`src/eied_pkg.sv`:
```
package eied_pkg;

  localparam int unsigned CmdW      = 2;
  localparam int unsigned OffsetW   = 3;
  localparam int unsigned ByteW     = 8;
  localparam int unsigned NumPins   = 3;
  localparam int unsigned InDataW   = 16;
  localparam int unsigned OutDataW  = 16;
  localparam int unsigned CfgW      = 8;

  typedef enum logic [CmdW-1:0] {
    CMD_READ  = 2'd0,
    CMD_WRITE = 2'd1,
    CMD_TICK  = 2'd2
  } cmd_e;

  typedef enum logic [1:0] {
    MODE_FALL = 2'd0,
    MODE_RISE = 2'd1,
    MODE_HIGH = 2'd2,
    MODE_LOW  = 2'd3
  } mode_e;

  localparam logic [OffsetW-1:0] OFF_PORT   = 3'd0;
  localparam logic [OffsetW-1:0] OFF_AUX    = 3'd1;
  localparam logic [OffsetW-1:0] OFF_CTRL_A = 3'd2;
  localparam logic [OffsetW-1:0] OFF_CTRL_B = 3'd3;
  localparam logic [OffsetW-1:0] OFF_SELECT = 3'd4;

  typedef struct packed {
    logic [ByteW-1:0]   read_data;
    logic [NumPins-1:0] irq_raise;
  } result_t;

endpackage

```
`src/external_interrupt_edge_detector.sv`:
```
// Results are registered: in the output register, or the skid entry on a stall.
// Throughput: one beat per cycle, accepted while the second buffer entry is empty.
// A two-entry output buffer keeps input accepted while one result waits downstream.
// Reset (rst_ni low, asynchronous): previous pin levels go to all high, all bus
// registers and the trigger modes go to zero, and the output buffer empties.
module external_interrupt_edge_detector (
  input  logic                          clk_i,
  input  logic                          rst_ni,
  input  logic                          cfg_valid_i,
  output logic                          cfg_ready_o,
  input  logic [eied_pkg::CfgW-1:0]     cfg_data_i,
  input  logic                          s_axis_tvalid,
  output logic                          s_axis_tready,
  // Fields from bit 0: reg_offset[2:0], write_data[10:3], pin_now[13:11].
  input  logic [eied_pkg::InDataW-1:0]  s_axis_tdata,
  // Fields from bit 0: cmd[1:0].
  input  logic [eied_pkg::CmdW-1:0]     s_axis_tuser,
  output logic                          m_axis_tvalid,
  input  logic                          m_axis_tready,
  // Fields from bit 0: read_data[7:0], irq_raise[10:8].
  output logic [eied_pkg::OutDataW-1:0] m_axis_tdata
);
  import eied_pkg::*;

  logic [CfgW-1:0]    trig_modes_q;
  logic [NumPins-1:0] prev_pins_q, prev_pins_d;
  logic [NumPins-1:0] port_latch_q, port_latch_d;
  logic               aux_bit_q, aux_bit_d;
  logic [NumPins-1:0] ctrl_a_q, ctrl_a_d;
  logic [NumPins-1:0] ctrl_b_q, ctrl_b_d;
  logic [NumPins-1:0] in_sel_q, in_sel_d;

  logic               out_valid_q, out_valid_d;
  logic               skid_valid_q, skid_valid_d;
  result_t            out_q, out_d;
  result_t            skid_q, skid_d;
  result_t            res;

  logic [OffsetW-1:0] offset;
  logic [ByteW-1:0]   wdata;
  logic [NumPins-1:0] pins;
  logic [NumPins-1:0] hit;
  logic               in_fire, out_fire;

  assign offset = s_axis_tdata[OffsetW-1:0];
  assign wdata  = s_axis_tdata[OffsetW+ByteW-1:OffsetW];
  assign pins   = s_axis_tdata[OffsetW+ByteW+NumPins-1:OffsetW+ByteW];

  assign cfg_ready_o   = 1'b1;
  assign s_axis_tready = !skid_valid_q;
  assign in_fire       = s_axis_tvalid && s_axis_tready;
  assign out_fire      = m_axis_tvalid && m_axis_tready;
  assign m_axis_tvalid = out_valid_q;
  assign m_axis_tdata  = {{(OutDataW - ByteW - NumPins){1'b0}}, out_q.irq_raise,
                          out_q.read_data};

  always_comb begin
    for (int p = 0; p < NumPins; p++) begin
      case (mode_e'(trig_modes_q[2*(p+1) +: 2]))
        MODE_FALL: hit[p] = prev_pins_q[p] && !pins[p];
        MODE_RISE: hit[p] = !prev_pins_q[p] && pins[p];
        MODE_HIGH: hit[p] = pins[p];
        default:   hit[p] = !pins[p];
      endcase
    end
  end

  always_comb begin
    res          = '0;
    prev_pins_d  = prev_pins_q;
    port_latch_d = port_latch_q;
    aux_bit_d    = aux_bit_q;
    ctrl_a_d     = ctrl_a_q;
    ctrl_b_d     = ctrl_b_q;
    in_sel_d     = in_sel_q;
    case (cmd_e'(s_axis_tuser))
      CMD_READ: begin
        case (offset)
          OFF_PORT: begin
            res.read_data = {{(ByteW-NumPins){1'b0}},
                             (pins & in_sel_q) | (port_latch_q & ~in_sel_q)};
          end
          OFF_AUX:    res.read_data = {{(ByteW-1){1'b0}}, aux_bit_q};
          OFF_CTRL_A: res.read_data = {{(ByteW-NumPins){1'b0}}, ctrl_a_q};
          OFF_CTRL_B: res.read_data = {{(ByteW-NumPins){1'b0}}, ctrl_b_q};
          OFF_SELECT: res.read_data = {{(ByteW-NumPins){1'b0}}, in_sel_q};
          default:    res.read_data = '0;
        endcase
      end
      CMD_WRITE: begin
        case (offset)
          OFF_PORT:   port_latch_d = wdata[NumPins-1:0];
          OFF_AUX:    aux_bit_d    = wdata[0];
          OFF_CTRL_A: ctrl_a_d     = wdata[NumPins-1:0];
          OFF_CTRL_B: ctrl_b_d     = wdata[NumPins-1:0];
          OFF_SELECT: in_sel_d     = wdata[NumPins-1:0];
          default:    ;
        endcase
      end
      CMD_TICK: begin
        res.irq_raise = hit;
        prev_pins_d   = pins;
      end
      default: ;
    endcase
  end

  always_comb begin
    out_valid_d  = out_valid_q;
    skid_valid_d = skid_valid_q;
    out_d        = out_q;
    skid_d       = skid_q;
    if (in_fire) begin
      if (!out_valid_q || m_axis_tready) begin
        out_d       = res;
        out_valid_d = 1'b1;
      end else begin
        skid_d       = res;
        skid_valid_d = 1'b1;
      end
    end else if (out_fire) begin
      if (skid_valid_q) begin
        out_d        = skid_q;
        skid_valid_d = 1'b0;
      end else begin
        out_valid_d = 1'b0;
      end
    end
  end

  always_ff @(posedge clk_i or negedge rst_ni) begin
    if (!rst_ni) begin
      trig_modes_q <= '0;
      prev_pins_q  <= '1;
      port_latch_q <= '0;
      aux_bit_q    <= 1'b0;
      ctrl_a_q     <= '0;
      ctrl_b_q     <= '0;
      in_sel_q     <= '0;
      out_valid_q  <= 1'b0;
      skid_valid_q <= 1'b0;
    end else begin
      if (cfg_valid_i && cfg_ready_o) begin
        trig_modes_q <= cfg_data_i;
      end
      if (in_fire) begin
        prev_pins_q  <= prev_pins_d;
        port_latch_q <= port_latch_d;
        aux_bit_q    <= aux_bit_d;
        ctrl_a_q     <= ctrl_a_d;
        ctrl_b_q     <= ctrl_b_d;
        in_sel_q     <= in_sel_d;
      end
      out_valid_q  <= out_valid_d;
      skid_valid_q <= skid_valid_d;
    end
  end

  always_ff @(posedge clk_i) begin
    out_q  <= out_d;
    skid_q <= skid_d;
  end

endmodule

```
`config.mk`:
```
export PLATFORM = sky130hd
export DESIGN_NAME = external_interrupt_edge_detector
export DESIGN_NICKNAME = d
export VERILOG_FILES = /design/src/eied_pkg.sv /design/src/external_interrupt_edge_detector.sv
export SDC_FILE = /design/constraint.sdc
export NUM_CORES = 1
export LEC_CHECK = 0
export BUFFER_PORTS_ARGS = -buffer_cell sky130_fd_sc_hd__buf_4
export CAP_MARGIN = 0
export CELL_PAD_IN_SITES_DETAIL_PLACEMENT = 0
export CELL_PAD_IN_SITES_GLOBAL_PLACEMENT = 2
export CORE_MARGIN = 8
export CORE_UTILIZATION = 36
export CTS_CLUSTER_SIZE = 30
export DETAILED_ROUTE_END_ITERATION = 8
export PLACE_DENSITY = 0.88
export SLEW_MARGIN = 20
export SYNTH_ARGS = -nofsm -noshare
export SYNTH_HDL_FRONTEND = slang
export SYNTH_SLANG_ARGS = --single-unit
```
`constraint.sdc`:
```
create_clock -name clk_i -period 4.4 [get_ports clk_i]
set_input_delay 0.88 -clock clk_i [delete_from_list [all_inputs] [get_ports clk_i]]
set_output_delay 0.88 -clock clk_i [all_outputs]
set_load 0.02 [all_outputs]
```
Yosys cells after proc, flatten, opt, wreduce, memory -nomap -nowiden
Index checks and enable logic that the tools add are counted.
Widths: inputs -> output; s select.
- bits of input ports: 31
- word-level logic and storage cells: 84
- output and inout port bits: 19
- register bits after elaboration: 48
- eq/ne operators: 15
- multiplexer cells: 17
- reductions and logical operators: 34
- bitwise logic cells: 5
- operators with widths (kind ; number):
    $mux 11 ; 4
    $reduce_and 3->1 ; 7
    $pmux 3 s5 ; 1
    $pmux 1 s3 ; 3
    $eq 2x1->1 const B ; 4
    $eq 2x2->1 const B ; 4
    $logic_and 1x1->1 ; 8
    $logic_not 1->1 ; 8
    $logic_not 2->1 ; 4
    $mux 8 ; 1
    $mux 1 ; 7
    $and 3x3->3 ; 2
    $eq 3x2->1 const B ; 2
    $reduce_and 2->1 ; 3
    $ne 2x1->1 const B ; 2
    $reduce_bool 2->1 ; 2
    $eq 3x1->1 const B ; 1
    $eq 3x3->1 const B ; 1
    $logic_not 3->1 ; 1
    $mux 3 ; 1
    $not 3->3 ; 1
    $or 3x3->3 ; 1
    $ne 2x2->1 const B ; 1
    $logic_or 1x1->1 ; 1
    $not 1->1 ; 1

Depth between registers and ports, before layout
Gate-level depths: netlist of the first run.
- word-level depth: 7
- mapped depth: 5
- gate-level depth less buffers: 4

Least setup slack after synthesis of the first run
Ideal clock, no wire load.
- path type: input port to flip-flop
- start point: in s_axis_tdata[0] (netlist bit)
- end point: reg out_q (netlist bit m_axis_tdata[0]) (data pin)
- setup time: 0.260 ns
- data required time: 4.140 ns
- path buffers: 1
- data arrival time: 1.876 ns
- stages on the path: 5
- slack: 2.264 ns
- cells stage by stage: buf_2 mux2i_1 o22ai_1 o31a_1 mux2_2
- RTL lines (item ; RTL line ; RTL):
    start, declared ; external_interrupt_edge_detector.sv:15 ; input logic [eied_pkg::InDataW-1:0] s_axis_tdata,
    end signal, assigned ; external_interrupt_edge_detector.sv:160 ; out_q <= out_d;
    end, declared ; external_interrupt_edge_detector.sv:35 ; result_t out_q, out_d;

Worst setup path in the final report of the first run
- start point: in s_axis_tuser[1] (netlist bit)
- end point: reg port_latch_q[0]
- cells in the longest elaborated chain, start to end: 2
- ends and longest elaborated chain (item ; RTL line ; RTL):
    start, declared ; external_interrupt_edge_detector.sv:17 ; input logic [eied_pkg::CmdW-1:0] s_axis_tuser,
    $eq 2x1->1 ; external_interrupt_edge_detector.sv:76 ; case (cmd_e'(s_axis_tuser))
    $reduce_and 3->1 (no source line) ; - ;
    end signal, assigned ; external_interrupt_edge_detector.sv:148 ; port_latch_q <= port_latch_d;
    end, declared ; external_interrupt_edge_detector.sv:27 ; logic [NumPins-1:0] port_latch_q, port_latch_d;
No other way between the ends.
A chain may end at the register's enable or synchronous reset.

==> out/qor.csv, run 1 <==
stage;metric;value;unit
finish;drive_gt1_share;36.3;%
sta;clock_skew;8.52;ps
job;cap_viol_max_count;0;
power_and_ir_drop;p_leak;0.000897;uW
yosys;synth_edf_count;12;
detailed_routing;drc;0;
worst_hold_path;hold_path_class;input port to asynchronous set/reset pin;
global_route;antenna_found_initial;0;
yosys;yosys_warnings;0;
sta;finalSetupViolations;0;
yosys;async_reset_ff_share;66.7;%
yosys;yosys-top-cells-area;dfrtp_1 29%, edfxtp_1 20%, mux2_2 14%;
yosys;synth_area_leader_cell;dfrtp_1;
critical_path;r2r_start;skid_valid_q;
yosys;avgSynthCellArea;12.2;sq um
detailed_routing;ant_nets;0;
critical_path;arrival;2160;ps
critical_path;slowest_stage;or3_4;
cts;cts_root_buffer;clkbuf_8;
cts;insertion_delay;280;ps
finish;area_growth;17.5;%
sta;fin_crit;1990;ps
finish;final_cell_area;2140;sq um
global_route;grt_pass1_vias;1203;
critical_path;crit_path_start_kind;input port;
sta;whs;479;ps
power_and_ir_drop;vdd_drop_max;132;uV
sta;tns;0;ps
sta;rsz0062_at_grt;false;
cts;path_clk_slew;70;ps
yosys;synth_seq_cells;36;
yosys;seq_area_frac_synth;52.9;%
place;pre_cts_slack;2130;ps
power_and_ir_drop;internal_power;712;uW
status;status;complete, no violations;
sta;hold_viol;0;
die;core_area;5010;sq um
critical_path;critPathRequiredTime;4570;ps
die;rows;26;
sta;worstMarginPinSlew;549;ps
critical_path;crit_path_cell_trace;buf_4 -> nand2b_1 -> or3_4 -> nor2_1 -> mux2_2;
global_route;grt_max_degree;25;
yosys;synth_cell_types;37;
die;die_width;87.2;um
cts;cts-htree-levels;2;
power_and_ir_drop;switching_share;29.6;%
power_and_ir_drop;seqPwrFrac;50.0;%
power_and_ir_drop;clkPwrFrac;21.9;%
detailed_routing;routedWlPerCell;13.2;um
power_and_ir_drop;power_density;472;nW/um^2
yosys;synth-main-ff-cell;dfrtp_1;
cts;clockBufferDepth;2;
detailed_routing;vias_per_cell;4.67;
cts;clock-sinks;36;
global_route;grt_pass1_wl;5580;um
cts;ctsHoldBuffers;0;
die;io_pins;50;
critical_path;crit_family;simple AND/OR/NAND/NOR gates;
critical_path;cp_max_fo;5;
sta;relSlewSlack;63.4;%
cts;post_cts_resized;0;
detailed_routing;dr.pass1.iters;4;
critical_path;critPathKind;input port to register;
cts;cts_buffers;5;
place;place_congestion;0.789;
global_route;grt_usage;9.42;%
die;dieHeight;87.2;um
finish;instances_no_fill;249;
die;die_area;7600;sq um
detailed_routing;routed_wl;3300;um
critical_path;crit_path_end_kind;register;
place;dp.cells;241;
sta;slew_violations;0;
yosys;synthesis.area;1820;sq um
finish;antenna_cells;0;
global_route;grt-ovfl-total;0;
critical_path;r2r-end;port_latch_q[0];
critical_path;critical-path-max-stage-delay;370;ps
finish;final_common_cell;buf_4;
yosys;yosysTopAreaCellShare;28.8;%
sta;finalCritPeriodShare;45.3;%
place;place_area;2060;sq um
sta;timing.final.ws_setup;2410;ps
critical_path;critPathBufInv;1;
place;hpwlAfterDp;2660;um
detailed_routing;vias;1164;
cts;cts_tree;yes;
finish;final_nets;209;
finish;mostFrequentLayoutCells;29 x buf_4, 22 x mux2_2, 21 x dfrtp_1, 12 x edfxtp_1, 11 x conb_1;
die;initial_core_util;36.4;%
yosys;syn_inst;149;
power_and_ir_drop;p_comb_share;28.1;%
sta;max_freq;502;MHz
place;port_buffers;29;
power_and_ir_drop;p_sw;300;uW
detailed_routing;drt_iter0_drc;35;
cts;cts_setup_buffers;0;
critical_path;r2r_slack;2600;ps
critical_path;worstRegToRegCells;4;
[flip-flops by register name (all words and copies together) (netlist names)]
| signal | flops |
|---|---|
| m_axis_tdata | 6 |
| skid_q | 6 |
| trig_modes_q | 6 |
| ctrl_a_q | 3 |
| ctrl_b_q | 3 |
| in_sel_q | 3 |
| port_latch_q | 3 |
| prev_pins_q | 3 |
| aux_bit_q | 1 |
| m_axis_tvalid | 1 |
| skid_valid_q | 1 |
[kinds of logic (layout without fill, tap and decap cells)]
group	after synthesis	in the layout	share of synthesized area, %
XOR/XNOR	1	1	0.480
buffers and inverters	20	41	6.58
flip-flops	36	36	52.9
other	2	11	0.412
multiplexers	29	29	17.6
AO/OA/AOI/OAI	22	22	8.09
AND/OR/NAND/NOR	39	39	13.9
[cells in the mapped netlist, types with 2 or more instances]
cell type  count
a211oi_1       2
a21oi_1        5
a22o_1         2
buf_2          3
buf_4         11
clkbuf_1       2
conb_1         2
dfrtp_1       21
dfstp_2        3
edfxtp_1      12
inv_1          4
mux2_1         3
mux2_2        22
mux2i_1        4
nand2_1        8
nand2b_1       3
nor2_1         7
nor2b_1        5
nor3_1         2
nor3b_1        4
nor4bb_1       2
o21ai_0        4
o22a_1         2
o22ai_1        2
o31a_1         2
[worst max-delay path by stage]
stage,startpoint,to,slack [ps],cells past startpoint
finish,s_axis_tuser[1],port_latch_q[0],2410,5
global route,s_axis_tuser[1],port_latch_q[0],2380,5
CTS,s_axis_tuser[1],port_latch_q[0],2420,5
detailed placement,s_axis_tuser[1],port_latch_q[2],2130,5
global placement,s_axis_tuser[1],port_latch_q[1],2130,5
floorplan,s_axis_tdata[0],m_axis_tdata[0],2260,5
[metal layers]
layer  up-vias  GRT usage (%)  wire length (um)
li1        578              -                 -
met1       558           9.97              1360
met2        24           15.9              1690
met3         4           3.58               192
met4         0           5.00                53
met5         -              0                 0
[final cells by class]
type	instances	area, sq um
Clock buffer	7	76.3
Clock inverter	1	8.76
Fill cell	486	2870
Inverter	4	15.0
Multi-Input combinational cell	102	773
Sequential cell	36	965
Tap cell	70	87.6
Timing Repair Buffer	29	218
[power groups by stage]
stage | Sequential, uW | Clock, uW | Combinational [uW]
finish | 505 | 222 | 285
global route | 519 | 246 | 314
CTS | 506 | 233 | 290
detailed placement | 513 | 0 | 289
global placement | 507 | 0 | 284
floorplan | 534 | 0 | 172
[metrics by stage]
stage | utilization, % | power (uW)
2_1_floorplan | - | 706
5_1_grt | 42.8 | 1080
4_1_cts | 42.8 | 1030
3_5_place_dp | 41.1 | 802
6_report | 42.8 | 1010
3_3_place_gp | 41.1 | 792
Note: power is estimated with default switching activity, not from simulation.
==> run 2: changes to the inputs <==
--- a/config.mk
+++ b/config.mk
@@ -5,15 +5,16 @@
 export SDC_FILE = /design/constraint.sdc
 export NUM_CORES = 1
 export LEC_CHECK = 0
+export ABC_AREA = 1
 export BUFFER_PORTS_ARGS = -buffer_cell sky130_fd_sc_hd__buf_4
 export CAP_MARGIN = 0
 export CELL_PAD_IN_SITES_DETAIL_PLACEMENT = 0
 export CELL_PAD_IN_SITES_GLOBAL_PLACEMENT = 2
 export CORE_MARGIN = 8
-export CORE_UTILIZATION = 36
+export CORE_UTILIZATION = 29
 export CTS_CLUSTER_SIZE = 30
 export DETAILED_ROUTE_END_ITERATION = 8
-export PLACE_DENSITY = 0.88
+export PLACE_DENSITY = 0.82
 export SLEW_MARGIN = 20
 export SYNTH_ARGS = -nofsm -noshare
 export SYNTH_HDL_FRONTEND = slang
==> constraint.sdc (replaced) <==
create_clock -name clk_i -period 2 [get_ports clk_i]
set_input_delay 0.4 -clock clk_i [delete_from_list [all_inputs] [get_ports clk_i]]
set_output_delay 0.4 -clock clk_i [all_outputs]
set_load 0.02 [all_outputs]
==> run 2 against run 1 <==
Effect of this change:
- the flow now finishes with violations (hold timing)
- wire length up 14%
- combinational power up 120%
- non-clock buffer count unchanged
- sequential share of layout area down 0.44 points
- synthesized cell count up 50%
- total power up 120%
- critical endpoint is now m_axis_tdata[10]
- largest cell class unchanged
- highest routed layer unchanged
==> out/qor.csv, run 2 <==
stage;metric;value;unit
cts;cts_buffers;5;
cts;path_clk_slew;70;ps
cts;cts_setup_buffers;0;
critical_path;arrival;1470;ps
power_and_ir_drop;p_leak;0.00107;uW
yosys;yosysTopAreaCellShare;28.8;%
job;cap_viol_max_count;0;
detailed_routing;routed_wl;3770;um
die;die_width;95.4;um
yosys;yosys.cell_count.top_type;nand2_1;
global_route;use_met1;11.2;%
power_and_ir_drop;vdd_drop_max;415;uV
yosys;avgSynthCellArea;8.19;sq um
critical_path;r2r-end;m_axis_tdata[10];
yosys;synthesis.area;1830;sq um
detailed_routing;drt_iter0_drc;82;
cts;ctsHoldBuffers;0;
critical_path;crit_path_start_kind;register;
die;die_area;9090;sq um
power_and_ir_drop;power_density;1010;nW/um^2
yosys;synth_area_leader_cell;dfrtp_1;
detailed_routing;ant_nets;0;
sta;relSlewSlack;66.3;%
sta;finalCritPeriodShare;77.1;%
finish;drive_gt1_share;18.4;%
cts;post_cts_resized;0;
finish;final_common_cell;nand2_1;
yosys;syn_inst;223;
global_route;antenna_found_initial;0;
critical_path;slowest_stage;dfrtp_1;
critical_path;critical-path-max-stage-delay;400;ps
status;violations;hold timing;
global_route;gr-usage-met3;2.76;%
cts;cts-htree-levels;2;
sta;finalSetupViolations;0;
sta;hold_viol;1;
sta;tns;0;ps
yosys;seq_area_frac_synth;52.8;%
yosys;synth_cell_types;23;
critical_path;cp_max_fo;9;
global_route;grt_pass1_wl;6360;um
sta;max_freq;649;MHz
critical_path;r2r_slack;460;ps
sta;slew_violations;0;
worst_hold_path;hold_path_class;input port to asynchronous set/reset pin;
global_route;grt_use_met2;14.3;%
cts;cts_root_buffer;clkbuf_8;
critical_path;r2r_start;skid_valid_q;
finish;fill_cells;671;
die;initial_core_util;29.4;%
cts;insertion_delay;280;ps
finish;area_growth;18.5;%
sta;worstMarginPinSlew;503;ps
cts;clock-sinks;36;
place;place_congestion;0.734;
detailed_routing;vias;1406;
global_route;top_usage_layer;met2;
critical_path;critPathRequiredTime;1930;ps
yosys;async_reset_ff_share;66.7;%
detailed_routing;drc;0;
critical_path;worstRegToRegCells;5;
critical_path;critPathKind;register to register;
global_route;grt_pass1_vias;1405;
detailed_routing;vias_per_cell;4.22;
cts;cts_tree;yes;
die;rows;29;
critical_path;crit_path_cell_trace;inv_2 -> nand2_4 -> inv_2 -> a21oi_1 -> nor2_1;
yosys;synth_edf_count;12;
finish;antenna_cells;0;
place;port_buffers;29;
yosys;yosys_warnings;0;
global_route;grt-ovfl-total;0;
yosys;synth-main-ff-cell;dfrtp_1;
yosys;synth_commonest_cells;61 x nand2_1, 33 x inv_1, 25 x o21ai_0;
die;io_pins;50;
critical_path;crit_family;simple AND/OR/NAND/NOR gates;
die;dieHeight;95.4;um
detailed_routing;routedWlPerCell;11.3;um
power_and_ir_drop;total_power;2200;uW
place;hpwlAfterDp;2980;um
finish;mostFrequentLayoutCells;61 x nand2_1, 33 x inv_1, 29 x buf_4, 25 x o21ai_0, 21 x dfrtp_1;
yosys;yosys-top-cells-area;dfrtp_1 29%, edfxtp_1 20%, nand2_1 13%;
die;core_area;6200;sq um
finish;final_nets;286;
detailed_routing;dr.pass1.iters;4;
sta;rsz0062_at_grt;false;
sta;fin_crit;1540;ps
yosys;synth_seq_cells;36;
global_route;grt_max_degree;25;
sta;whs;-0.356;ps
global_route;grt_usage;9.00;%
cts;clockBufferDepth;2;
critical_path;critPathBufInv;2;
sta;clock_skew;6.49;ps
status;status;complete, but fails checks;
critical_path;crit_path_end_kind;register;
critical_path;cpMostUsedCell;inv_2;
[run 2: changes by cell type in the layout (fill, tap and decap cells not counted), sizes merged, moves of 6 or more]
cell,delta
nor2,+9
mux2,-25
o21ai,+22
inv,+33
nand3,+10
nand2,+54
nand4,+6
[run 2: cell type report]
type	instances	area (sq um)	share of cell area, %
clock inverter	1	5.00	0.231
multi-input combinational	146	666	30.8
clock buffer	7	76.3	3.53
tap	77	96.3	4.45
sequential	36	965	44.6
timing repair buffer	29	218	10.1
inverter	37	139	6.42
[run 2: power by group]
group          leakage (uW)  switching (uW)  total [uW]  internal [uW]
sequential         0.000414            89.6        1080            989
combinational      0.000615             398         633            235
clock             0.0000422             240         484            244
total               0.00107             727        2200           1470
[run 2: worst max-delay path by stage]
stage                        startpoint                to  slack [ps]  cells after the start
after floorplan            skid_valid_q   m_axis_tdata[0]         570                      5
after global placement    s_axis_tvalid  m_axis_tdata[10]         420                      5
after detailed placement  s_axis_tvalid   m_axis_tdata[9]         400                      5
after CTS                  skid_valid_q   m_axis_tdata[9]         430                      5
after global routing       skid_valid_q   m_axis_tdata[0]         330                      5
final                      skid_valid_q  m_axis_tdata[10]         460                      5
[run 2: layer usage]
| layer | vias to the layer above | wire length [um] |
|---|---|---|
| li1 | 757 | - |
| met1 | 614 | 1790 |
| met2 | 32 | 1780 |
| met3 | 3 | 189 |
| met4 | 0 | 8 |
| met5 | - | 0 |
[run 2: cell families (layout without fill, tap and decap cells)]
group | Yosys count | after routing | share of synthesized area, %
AO/OA/AOI/OAI | 37 | 37 | 10.3
buffers and inverters | 50 | 74 | 12.6
flip-flops | 36 | 36 | 52.8
other | 2 | 11 | 0.411
AND/OR/NAND/NOR | 98 | 98 | 23.8
[run 2: worst reg2reg max path, cell delays in order, from the launching register on]
cell	delay (ps)
dfrtp_1	400
inv_2	80
nand2_4	80
inv_2	150
a21oi_1	70
nor2_1	400
[run 2: metrics by stage]
stage	hold WS, ps	instance area (sq um)	std cells	setup slack [ps]	util, %
CTS	7.41	2160	333	427	34.9
floorplan	104	1860	232	572	-
global route	16.4	2160	333	331	34.9
global placement	322	2080	325	419	33.6
finish	-0.356	2160	333	458	34.9
detailed placement	322	2080	325	404	33.6
